<file path="config.mk">
export PLATFORM = sky130hd
export DESIGN_NAME = median_gated_aim_setpoint
export DESIGN_NICKNAME = d
export VERILOG_FILES = /design/src/hdl/mgas_pkg.sv /design/src/hdl/mgas_ring_mem.sv /design/src/hdl/mgas_rank.sv /design/src/hdl/median_gated_aim_setpoint.sv
export SDC_FILE = /design/constraint.sdc
export NUM_CORES = 1
export LEC_CHECK = 0
export ABC_AREA = 1
export ABC_CLOCK_PERIOD_IN_PS = 6800
export BUFFER_PORTS_ARGS = -buffer_cell sky130_fd_sc_hd__buf_2
export CORE_ASPECT_RATIO = 1.75
export CORE_MARGIN = 5
export CORE_UTILIZATION = 44
export DETAILED_ROUTE_END_ITERATION = 8
export PLACE_DENSITY = 0.65
export REMOVE_ABC_BUFFERS = 1
export SLEW_MARGIN = 20
export SYNTH_ARGS = -nofsm -noshare
export SYNTH_HDL_FRONTEND = slang
export SYNTH_SLANG_ARGS = --single-unit
</file>
<file path="constraint.sdc">
create_clock -name i_clk -period 6.8 [get_ports i_clk]
set_input_delay 0.68 -clock i_clk [delete_from_list [all_inputs] [get_ports i_clk]]
set_output_delay 0.68 -clock i_clk [all_outputs]
set_load 0.01 [all_outputs]
</file>
<file path="src/hdl/mgas_pkg.sv">
// ----------------------------------------------------------------------------
// mgas_pkg
// Shared widths, reset constants and types for the median-gated aim setpoint.
// ----------------------------------------------------------------------------
package mgas_pkg;

    localparam int YAW_W         = 20;
    localparam int LIMIT_W       = 19;
    localparam int RING_DEPTH_DF = 5;

    localparam logic [LIMIT_W-1:0] LIMIT_RESET = {LIMIT_W{1'b1}};

    typedef struct packed {
        logic busy;
        logic done;
    } t_rank_stat;

endpackage

</file>
<file path="src/hdl/mgas_ring_mem.sv">
// ----------------------------------------------------------------------------
// mgas_ring_mem
// Yaw ring storage: one write port, two registered read ports. Per-entry
// valid bits make unwritten entries read as zero after reset.
// ----------------------------------------------------------------------------
module mgas_ring_mem
    import mgas_pkg::*;
#(
    parameter int RING_DEPTH = RING_DEPTH_DF,
    parameter int IW         = $clog2(RING_DEPTH)
) (
    input  logic                    i_clk,
    input  logic                    i_rst_n,
    input  logic                    i_we,
    input  logic [IW-1:0]           i_waddr,
    input  logic signed [YAW_W-1:0] i_wdata,
    input  logic                    i_re,
    input  logic [IW-1:0]           i_raddr_a,
    input  logic [IW-1:0]           i_raddr_b,
    output logic signed [YAW_W-1:0] o_rdata_a,
    output logic signed [YAW_W-1:0] o_rdata_b
);

    logic signed [YAW_W-1:0] r_mem [RING_DEPTH];
    logic [RING_DEPTH-1:0]   r_vld;
    logic signed [YAW_W-1:0] r_rd_a;
    logic signed [YAW_W-1:0] r_rd_b;
    logic                    r_va;
    logic                    r_vb;

    always_ff @(posedge i_clk) begin
        if (i_we) begin
            r_mem[i_waddr] <= i_wdata;
        end
        if (i_re) begin
            r_rd_a <= r_mem[i_raddr_a];
            r_rd_b <= r_mem[i_raddr_b];
        end
    end

    always_ff @(posedge i_clk) begin
        if (!i_rst_n) begin
            r_vld <= '0;
            r_va  <= 1'b0;
            r_vb  <= 1'b0;
        end else begin
            if (i_we) begin
                r_vld[i_waddr] <= 1'b1;
            end
            if (i_re) begin
                r_va <= r_vld[i_raddr_a];
                r_vb <= r_vld[i_raddr_b];
            end
        end
    end

    assign o_rdata_a = r_va ? r_rd_a : '0;
    assign o_rdata_b = r_vb ? r_rd_b : '0;

endmodule

</file>
<file path="src/hdl/mgas_rank.sv">
// ----------------------------------------------------------------------------
// mgas_rank
// Rank-counting median search: sweeps every (candidate, other) pair through
// the ring memory and keeps the candidate whose rank covers the middle index.
// ----------------------------------------------------------------------------
module mgas_rank
    import mgas_pkg::*;
#(
    parameter int RING_DEPTH = RING_DEPTH_DF,
    parameter int IW         = $clog2(RING_DEPTH)
) (
    input  logic                    i_clk,
    input  logic                    i_rst_n,
    input  logic                    i_start,
    output logic                    o_re,
    output logic [IW-1:0]           o_raddr_a,
    output logic [IW-1:0]           o_raddr_b,
    input  logic signed [YAW_W-1:0] i_rdata_a,
    input  logic signed [YAW_W-1:0] i_rdata_b,
    output logic signed [YAW_W-1:0] o_median,
    output t_rank_stat              o_stat
);

    localparam int CW  = $clog2(RING_DEPTH + 1);
    localparam int MID = RING_DEPTH / 2;
    localparam logic [IW-1:0] LAST_IDX = IW'(RING_DEPTH - 1);

    logic [IW-1:0]           r_i;
    logic [IW-1:0]           r_j;
    logic                    r_run;
    logic                    r_dv;
    logic                    r_dlast;
    logic                    r_dfinal;
    logic                    r_done;
    logic [CW-1:0]           r_cnt_lt;
    logic [CW-1:0]           r_cnt_le;
    logic signed [YAW_W-1:0] r_med;

    logic [CW-1:0] n_lt;
    logic [CW-1:0] n_le;
    logic          is_med;

    always_comb begin
        n_lt   = r_cnt_lt + CW'(i_rdata_b <  i_rdata_a);
        n_le   = r_cnt_le + CW'(i_rdata_b <= i_rdata_a);
        is_med = (n_lt <= CW'(MID)) && (n_le > CW'(MID));
    end

    always_ff @(posedge i_clk) begin
        if (!i_rst_n) begin
            r_i      <= '0;
            r_j      <= '0;
            r_run    <= 1'b0;
            r_dv     <= 1'b0;
            r_dlast  <= 1'b0;
            r_dfinal <= 1'b0;
            r_done   <= 1'b0;
            r_cnt_lt <= '0;
            r_cnt_le <= '0;
        end else begin
            r_dv     <= r_run;
            r_dlast  <= r_run && (r_j == LAST_IDX);
            r_dfinal <= r_run && (r_j == LAST_IDX) && (r_i == LAST_IDX);
            r_done   <= r_dv && r_dfinal;

            if (i_start) begin
                r_i   <= '0;
                r_j   <= '0;
                r_run <= 1'b1;
            end else if (r_run) begin
                if (r_j == LAST_IDX) begin
                    r_j <= '0;
                    if (r_i == LAST_IDX) begin
                        r_run <= 1'b0;
                    end else begin
                        r_i <= r_i + 1'b1;
                    end
                end else begin
                    r_j <= r_j + 1'b1;
                end
            end

            if (r_dv) begin
                if (r_dlast) begin
                    r_cnt_lt <= '0;
                    r_cnt_le <= '0;
                end else begin
                    r_cnt_lt <= n_lt;
                    r_cnt_le <= n_le;
                end
            end
        end
    end

    always_ff @(posedge i_clk) begin
        if (r_dv && r_dlast && is_med) begin
            r_med <= i_rdata_a;
        end
    end

    assign o_re        = r_run;
    assign o_raddr_a   = r_i;
    assign o_raddr_b   = r_j;
    assign o_median    = r_med;
    assign o_stat.busy = r_run | r_dv | r_done;
    assign o_stat.done = r_done;

endmodule

</file>
<file path="src/hdl/median_gated_aim_setpoint.sv">
// ----------------------------------------------------------------------------
// median_gated_aim_setpoint
// Turret setpoint from measured position plus the median of recent yaws,
// clamped to a programmable magnitude.
// ----------------------------------------------------------------------------
// Usage:
//   Input requests (i_valid/o_ready) carry a target-valid flag, a yaw and
//   the current position. A valid yaw is stored in the ring at the write
//   slot; the slot advances on every request.
//   Output requests (o_valid/i_ready) carry the clamped setpoint, one per
//   input request, in order.
//   Limit is written through i_cfg_we/i_cfg_wdata; the user must write it
//   only while idle, as the block itself does not enforce this.
//   The setpoint waits on the pairwise rank sweep, which reads one pair
//   of ring entries per cycle; no new request is taken until the current
//   result is loaded into the output register, and o_ready returns the
//   cycle after the result is loaded.
//   A stalled output register does not block input: the next request is
//   taken and ranked; only its result waits for the register to free.
//   Reset: ring reads as zero, slot zero, limit at full scale; no clearing
//   pass is needed.
// ----------------------------------------------------------------------------
module median_gated_aim_setpoint
    import mgas_pkg::*;
#(
    parameter int RING_DEPTH = RING_DEPTH_DF
) (
    input  logic                      i_clk,
    input  logic                      i_rst_n,
    input  logic                      i_valid,
    output logic                      o_ready,
    input  logic                      i_target_valid,
    input  logic signed [YAW_W-1:0]   i_target_yaw,
    input  logic signed [YAW_W-1:0]   i_current_position,
    output logic                      o_valid,
    input  logic                      i_ready,
    output logic signed [YAW_W-1:0]   o_new_setpoint,
    input  logic                      i_cfg_we,
    input  logic [LIMIT_W-1:0]        i_cfg_wdata
);

    localparam int IW = $clog2(RING_DEPTH);
    localparam int SW = YAW_W + 1;
    localparam logic [IW-1:0] LAST_IDX = IW'(RING_DEPTH - 1);

    typedef enum logic [1:0] {
        S_IDLE,
        S_START,
        S_RANK,
        S_EMIT
    } t_state;

    t_state                  r_state;
    logic [IW-1:0]           r_slot;
    logic [LIMIT_W-1:0]      r_limit;
    logic signed [YAW_W-1:0] r_pos;
    logic                    r_out_valid;
    logic signed [YAW_W-1:0] r_out;

    logic                    in_acc;
    logic                    out_free;
    logic                    emit;
    logic                    mem_re;
    logic [IW-1:0]           raddr_a;
    logic [IW-1:0]           raddr_b;
    logic signed [YAW_W-1:0] rdata_a;
    logic signed [YAW_W-1:0] rdata_b;
    logic signed [YAW_W-1:0] median;
    t_rank_stat              rank_stat;
    logic signed [SW-1:0]    sum;
    logic signed [SW-1:0]    lim_p;
    logic signed [SW-1:0]    lim_n;
    logic signed [YAW_W-1:0] n_out;

    assign o_ready  = (r_state == S_IDLE);
    assign in_acc   = i_valid && o_ready;
    assign out_free = !r_out_valid || i_ready;
    assign emit     = ((r_state == S_RANK && rank_stat.done) || r_state == S_EMIT)
                      && out_free;

    mgas_ring_mem #(
        .RING_DEPTH (RING_DEPTH),
        .IW         (IW)
    ) u_mem (
        .i_clk      (i_clk),
        .i_rst_n    (i_rst_n),
        .i_we       (in_acc && i_target_valid),
        .i_waddr    (r_slot),
        .i_wdata    (i_target_yaw),
        .i_re       (mem_re),
        .i_raddr_a  (raddr_a),
        .i_raddr_b  (raddr_b),
        .o_rdata_a  (rdata_a),
        .o_rdata_b  (rdata_b)
    );

    mgas_rank #(
        .RING_DEPTH (RING_DEPTH),
        .IW         (IW)
    ) u_rank (
        .i_clk      (i_clk),
        .i_rst_n    (i_rst_n),
        .i_start    (r_state == S_START),
        .o_re       (mem_re),
        .o_raddr_a  (raddr_a),
        .o_raddr_b  (raddr_b),
        .i_rdata_a  (rdata_a),
        .i_rdata_b  (rdata_b),
        .o_median   (median),
        .o_stat     (rank_stat)
    );

    // clamp to +/- limit
    always_comb begin
        sum   = SW'(r_pos) + SW'(median);
        lim_p = SW'({1'b0, r_limit});
        lim_n = -lim_p;
        if (sum > lim_p) begin
            n_out = YAW_W'(lim_p);
        end else if (sum < lim_n) begin
            n_out = YAW_W'(lim_n);
        end else begin
            n_out = YAW_W'(sum);
        end
    end

    always_ff @(posedge i_clk) begin
        if (!i_rst_n) begin
            r_limit <= LIMIT_RESET;
        end else if (i_cfg_we) begin
            r_limit <= i_cfg_wdata;
        end
    end

    always_ff @(posedge i_clk) begin
        if (in_acc) begin
            r_pos <= i_current_position;
        end
    end

    always_ff @(posedge i_clk) begin
        if (!i_rst_n) begin
            r_state     <= S_IDLE;
            r_slot      <= '0;
            r_out_valid <= 1'b0;
        end else begin
            if (emit) begin
                r_out_valid <= 1'b1;
            end else if (r_out_valid && i_ready) begin
                r_out_valid <= 1'b0;
            end
            unique case (r_state)
                S_IDLE: begin
                    if (in_acc) begin
                        r_slot  <= (r_slot == LAST_IDX) ? '0 : r_slot + 1'b1;
                        r_state <= S_START;
                    end
                end
                S_START: begin
                    r_state <= S_RANK;
                end
                S_RANK, S_EMIT: begin
                    if (emit) begin
                        r_out   <= n_out;
                        r_state <= S_IDLE;
                    end else if (rank_stat.done) begin
                        r_state <= S_EMIT;
                    end
                end
                default: begin
                    r_state <= S_IDLE;
                end
            endcase
        end
    end

    assign o_valid        = r_out_valid;
    assign o_new_setpoint = r_out;

`ifndef SYNTHESIS
    a_ready_rank_idle: assert property (@(posedge i_clk) disable iff (!i_rst_n)
        o_ready |-> !rank_stat.busy)
        else $error("input taken while rank sweep active");

    a_slot_range: assert property (@(posedge i_clk) disable iff (!i_rst_n)
        r_slot <= LAST_IDX)
        else $error("write slot out of range");

    a_accept_blocks: assert property (@(posedge i_clk) disable iff (!i_rst_n)
        (i_valid && o_ready) |=> !o_ready)
        else $error("second request taken before ranking");

    a_done_in_rank: assert property (@(posedge i_clk) disable iff (!i_rst_n)
        rank_stat.done |-> (r_state == S_RANK))
        else $error("rank result outside rank state");
`endif

endmodule
</file>
== Word level (Yosys, flattened, before mapping) ==
Memories as Yosys holds them, arrays and structs flattened. A register that Yosys moved wholly into a read port is not among the register bits.
Index checks and enable logic that the tools add are counted.
Storage, ports and cells
  output and inout bits: 22
  bits in registers: 109
  RAM bits: 100
  bits of input ports: 65
  memories kept: 1
Cells by class
  eq/ne operators: 8
  muxes and demuxes: 26
  add/subtract/negate cells: 7
  bitwise logic cells: 3
  order comparisons: 10
  reductions and logical operators: 23
Memory list
  u_mem.r_mem: depth 5, width 20, rd ports 2, clocked after memory_dff 2, write ports 1, RTL line mgas_ring_mem.sv:24  | logic signed [YAW_W-1:0] r_mem [RING_DEPTH];
Operator list (number)
  $mux 20: 3
  $add 20x20->21: 1
  $gt 21x20->1: 1
  $lt 21x21->1: 1
  $neg 19->21: 1
  $le 20x20->1: 1
  $lt 20x20->1: 1
  $mux 19: 1
  $logic_and 1x1->1: 12
  $lt 3x4->1 const B: 3
  $mux 3: 4
  $mux 1: 11
  $add 3x1->3 const B: 3
  $eq 3x3->1 const B: 3
  $add 3x1->3: 2
  $bmux 1 s3: 2
  $mux 2: 3
  $pmux 2 s3: 1
  $reduce_and 3->1: 2
  $or 5x5->5: 1
  $eq 2x2->1 const B: 2
  $reduce_and 2->1: 2
  $reduce_or 2->1: 2
  $demux 1 s3: 1
  other kinds (11): 13

== Logic depth before layout (Yosys ltp) ==
  depth in word-level cells: 6
  gate-level depth with buffers: 30

== Cells and area by module ==
Synthesis repeated with hierarchy kept, for this count alone.
Second synthesis, totals
  cells, all modules: 1536
  area, all modules: 13636.8 sq um
Modules (own cells, without submodules)
  mgas_ring_mem: cells an instance 662, times used 1, area each 6703.9 sq um
  median_gated_aim_setpoint: cells an instance 662, times used 1, area each 4988.5 sq um
  mgas_rank: cells an instance 212, times used 1, area each 1944.4 sq um

== Worst setup path before layout ==
No wires, ideal clock.
  path kind: register to register
  start point: register u_mem.r_va
  end point: register u_rank.r_med[0] (netlist: u_rank.o_median[0]), enable pin
  arrival time: 5.793 ns
  setup slack: 0.501 ns
  buffers on the path: 1
  cell stages (with the launch flop): 20
  cell sequence: dfxtp_1 clkbuf_1 nand2_1 ha_1 nand2_1 inv_1 nand3_1 inv_1 nand4_1 nor4_1 nand2_1 nand2_1 nor2_1 or2_2 o211ai_1 ha_1 ha_1 xor2_1 a21oi_1 a2111oi_0
Between the ends
  longest elaborated chain between the ends: 6
Ends and longest elaborated chain
  start: declaration: RTL line mgas_ring_mem.sv:28  | logic r_va;
  start signal: assignment: RTL line mgas_ring_mem.sv:51  | r_va <= r_vld[i_raddr_a];
  $mux 20 (*): RTL line mgas_ring_mem.sv:57  | assign o_rdata_a = r_va ? r_rd_a : '0;
  $lt 20x20->1 or $le 20x20->1 (tied branches): RTL line mgas_rank.sv:44, mgas_rank.sv:45
  $add 3x1->3 (on tied branches): RTL line mgas_rank.sv:44, mgas_rank.sv:45
  $le 3x2->1 or $gt 3x2->1 (tied branches): RTL line mgas_rank.sv:46  | is_med = (n_lt <= CW'(MID)) && (n_le > CW'(MID));
  $logic_and 1x1->1 (*): RTL line mgas_rank.sv:46
  $logic_and 1x1->1 (*): RTL line mgas_rank.sv:96  | if (r_dv && r_dlast && is_med) begin
  end signal: assignment: RTL line mgas_rank.sv:97  | r_med <= i_rdata_a;
  end: declaration: RTL line mgas_rank.sv:37  | logic signed [YAW_W-1:0] r_med;
Every way passes the cells marked *; elsewhere a longest branch is shown, timed or not.
A chain may end at the register's enable or synchronous reset.

== Worst setup path in the final report ==
  start point: register r_pos[3]
  end point: register r_out[19] (netlist: o_new_setpoint[19]), data pin
Between the ends
  longest elaborated chain between the ends: 3
Ends and longest elaborated chain
  start: declaration: RTL line median_gated_aim_setpoint.sv:56  | logic signed [YAW_W-1:0] r_pos;
  start signal: assignment: RTL line median_gated_aim_setpoint.sv:137  | r_pos <= i_current_position;
  $add 20x20->21 (*): RTL line median_gated_aim_setpoint.sv:115  | sum = SW'(r_pos) + SW'(median);
  $lt 21x21->1: RTL line median_gated_aim_setpoint.sv:120  | end else if (sum < lim_n) begin
  $mux 20: RTL line median_gated_aim_setpoint.sv:120
  end signal: assignment: RTL line median_gated_aim_setpoint.sv:164  | r_out <= n_out;
  end: declaration: RTL line median_gated_aim_setpoint.sv:58  | logic signed [YAW_W-1:0] r_out;
Marks and branches as above.

==> results.md <==
- The flow ran to the end, and the final reports show no timing, DRC or antenna violations.
- The worst ir drop on vdd is 0.000209 V.
- The worst setup path is launched from a register.
- The die is 141 µm wide.
- The area of the core is 29800 µm².
- The signed area change from the synthesized netlist to the final layout is 12.8%.
- Setup repair after global routing left no endpoint under its margin.
- The latest clock arrival within the worst-skew pair is 0.55 ns.
- STA classifies the critical path endpoint as a register.
- The most repeated library cell on the critical path is nand2_1.
- The leakage power summed over all cells is 6.32 nW.
- The part of the total power dissipated in combinational logic is 17.8%.
- The worst clock skew on the final layout is 0.0266 ns.
- By startpoint and endpoint, the worst setup path is classified as reg2reg.
- The largest area contributor in the netlist is edfxtp_1.
- After clock tree synthesis, the clock-pin slew on the worst setup and hold paths is 0.06 ns.
- The synthesized area is 13200 µm².
- During synthesis, Yosys emitted a total of 0 warnings.
- The number of DRC markers after the initial detailed-route iteration is 426.
- The register bit count reported by yosys is 249.
- The max-slew violation count is 0.
- The slowest stage cell on the critical path is nand2_1.
- The critical path launch point is r_pos[3].
- STA puts the critical path data arrival time at 5.05 ns.
- During placement, the flow inserted port buffers numbering 86.
- Broken down by cell family, the worst path's largest delay share belongs to simple AND/OR/NAND/NOR gates.
- Sequential elements use 52.9% of the synthesized area.
- Hold timing on the final database bottoms out at a slack of 0.315 ns.
- The fraction of the mapped netlist area in simple logic gates is 15.9%.
- The net switching fraction of the power is 27.3%.
- The initial antenna violation count came to 0.
- The path type of the worst min-delay path is in2reg.
- The slew of the pin with the lowest slew margin is 1.09 ns.
- The critical register-to-register path startpoint is r_pos[3].
- The total via count after detailed routing is 10200.
- The remaining routing DRC violations is 0.
- Measured against its own limit, the worst slew margin works out to 27.2%.
- The number of detailed-route iterations in the first pass is 5.
- Of the total synthesized cell area, the portion taken by full adders, half adders and majority gates is 8.58%.
- Clock tree synthesis selected as its root buffer the cell clkbuf_16.
- In this run the count of I/O pins placed on the die edge is 87.
- Along the worst path, the maximum fanout reaches 20.
- Clock tree synthesis found a total of 249 sinks.
- The number of buffers and inverters on the critical path is 1.
- The maximum number of pins on one net before global-route repair is 87.
- For this design the total switching power over the nets is 1.07 mW.
- In the synthesized netlist the dominant register cell turns out to be edfxtp_1.
- Setup violations remaining at the end of the flow were counted as 0.
- The total detailed-routing wirelength is 30.9 mm.
- Post-CTS repair changed the size of 0 cells.
- The number of buffers between clock root and the deepest sink is 3.
- The total CTS buffers is 25.
- The post-CTS setup-driven buffer insertion count is 0.
- Derived from the worst setup path, the maximum achievable clock frequency is 210 MHz.
- The total placed cells including tap cells is 1858.
- The via count normalized by instance count is 5.36.
- Across the run, the number of max-cap violations was 0.
- Yosys mapped the design onto 45 distinct sky130hd cell types.
- A synthesized cell averages 9.25 µm².
- The post-route worst setup slack is 2.04 ns.
- The first global-routing pass estimated 49.5 mm of wire.
- After legalization and detailed placement, the total HPWL measured 22.8 mm.
- The initial utilization of the core area, before any placement, comes to 44.3%.
- The startpoint identified for the worst hold timing path is i_current_position[1].
- Synthesis produced 1428 cells.
- The die height is 239 µm.
- The total global-route track usage is 18.3%.
- Counting flops with an async set or reset pin after synthesis yields a share of 0%.
- Once layout is complete, the cells apart from fillers number 1904.
- By area, the combinational part of the netlist is dominated by simple AND/OR/NAND/NOR gates.
- The proportion of synthesized area in mux cells is 0%.
- The congestion estimate from routability-driven global placement came to 0.918.
- TritonCTS built the clock tree.
- The share of total power dissipated in sequential elements is 45.7%.
- After synthesis, the cell types taking the most area are edfxtp_1 45%, nand2_1 8.7%, ha_1 8.4%.
- The number of H-tree levels is 1.
- After detailed routing, the average wire length per cell comes to 16.2 µm.
- The required arrival time at the worst endpoint is 7.08 ns.
- The clock group share of total power is 36.4%.
- The pre-CTS setup slack is 1.93 ns.
- The total global routing overflow is 0.
- The number of flops mapped to enable cells by yosys is 200.
- In this run the power density over the cells is 264 nW/µm².
- After layout, the worst path uses 70.1% of the clock period.
- In the final layout, the share of cells above drive strength 1 is 11.3%.
- The final critical delay including setup and external delays is 4.76 ns.
- For this run, the slowest stage of the critical path takes 0.48 ns.
- The top cell type's share of synthesized area is 45.5%.
- The count of nets after finishing is 1653.
- Summing the areas of all compound-gate instances in the mapped netlist gives 13.8% of the synthesized area.
- The quantity of hold-fixing buffers added after cts is 0.
- Once detail routing completed, the nets flagged for antenna violations numbered 0.
- The floorplan has 84 rows.
- The full die area is 33700 µm².
- The final-layout setup total negative slack is 0 ns.
- The total internal power is 2.87 mW.
- The number of endpoints with negative hold slack in the final report is 0.
- The number of antenna diodes in the final layout is 0.
- After Yosys synthesis, XOR and XNOR cells account for 1.79% of the synthesized area.
- The via count of the first global-routing pass came to 10100.
==> registers in the layout, indices dropped and copies added (netlist names), 2 cells and up <==
name              count
o_new_setpoint       20
u_mem.r_vld           5
u_mem.r_rd_b         20
u_rank.o_raddr_b      3
r_slot                3
u_rank.o_raddr_a      3
u_rank.r_cnt_le       3
r_pos                20
u_rank.r_cnt_lt       3
u_mem.r_rd_a         20
r_limit              19
u_rank.o_median      20
u_mem.r_mem         100
r_state               2
==> cells in the mapped netlist, types with 37 or more instances <==
cell        n
ha_1       89
nand2_1   305
clkbuf_1   48
inv_1     174
nor2_1     97
edfxtp_1  200
nand3_1    37
dfxtp_1    49
a31oi_1    47
a21oi_1   112
o211ai_1   41
o21ai_0   109
==> final cells by class <==
cell class	instances	area, µm²
clock buffer	30	644
inverter	178	668
multi-input combinational	942	5350
clock inverter	16	214
sequential	249	6990
tap	387	484
fill	2825	14900
timing repair buffer	102	551
==> cell families after synthesis <==
| family | Yosys count |
|---|---|
| buffers and inverters | 237 |
| AO/OA/AOI/OAI | 325 |
| flip-flops | 249 |
| XOR/XNOR | 27 |
| adder cells (fa/ha/maj) | 90 |
| AND/OR/NAND/NOR | 500 |
==> path summary, 6_finish.rpt <==
path / endpoint / slack, ns / cells after the start
setup / recovery: o_new_setpoint[19] / 2.04 / 26
hold / removal: r_pos[1] / 0.31 / 1
setup reg to reg: o_new_setpoint[19] / 2.04 / 26
hold reg to reg: u_rank.r_done / 0.43 / 2
==> per-stage QoR <==
stage                     power (mW)  utilization, %  area [µm²]
final                           3.94            49.9       14900
after global routing            4.15            49.9       14900
after CTS                       3.98            49.9       14900
after detailed placement        2.54            47.0       14000
after global placement          2.52            47.0       14000
after floorplan                 2.31               -       13000
==> per-layer routing <==
metal	global-route usage, %	vias to the layer above	wire length (µm)
met1	18.1	4846	11100
met2	37.0	222	17500
met3	2.34	70	1170
met5	0	-	0
li1	-	5073	-
met4	7.85	0	1180
==> power by group through the flow <==
| stage | clock network [mW] | registers, mW | logic (mW) |
|---|---|---|---|
| after floorplan | 0 | 1.85 | 0.463 |
| after global placement | 0 | 1.83 | 0.687 |
| after detailed placement | 0 | 1.83 | 0.704 |
| after CTS | 1.47 | 1.80 | 0.708 |
| after global routing | 1.53 | 1.81 | 0.806 |
| final | 1.44 | 1.80 | 0.703 |
==> cell usage in the layout (no fill, tap or decap), drive strengths merged, types with 2 or more instances in the layout <==
cell type,Yosys,routed
a211oi,4,4
a21o,3,3
a21oi,112,112
a31oi,47,47
buf,10,102
bufinv,0,5
clkbuf,49,30
clkinv,3,10
clkinvlp,0,3
dfxtp,49,49
edfxtp,200,200
ha,89,89
inv,175,176
nand2,310,310
nand3,42,42
nand3b,2,2
nand4,18,18
nor2,100,100
nor3,11,11
nor3b,2,2
nor4,11,11
o211ai,41,41
o21a,2,2
o21ai,110,110
o21bai,2,2
or2,2,2
xnor2,7,7
xor2,20,20
Power figures use the tool's default switching activity.
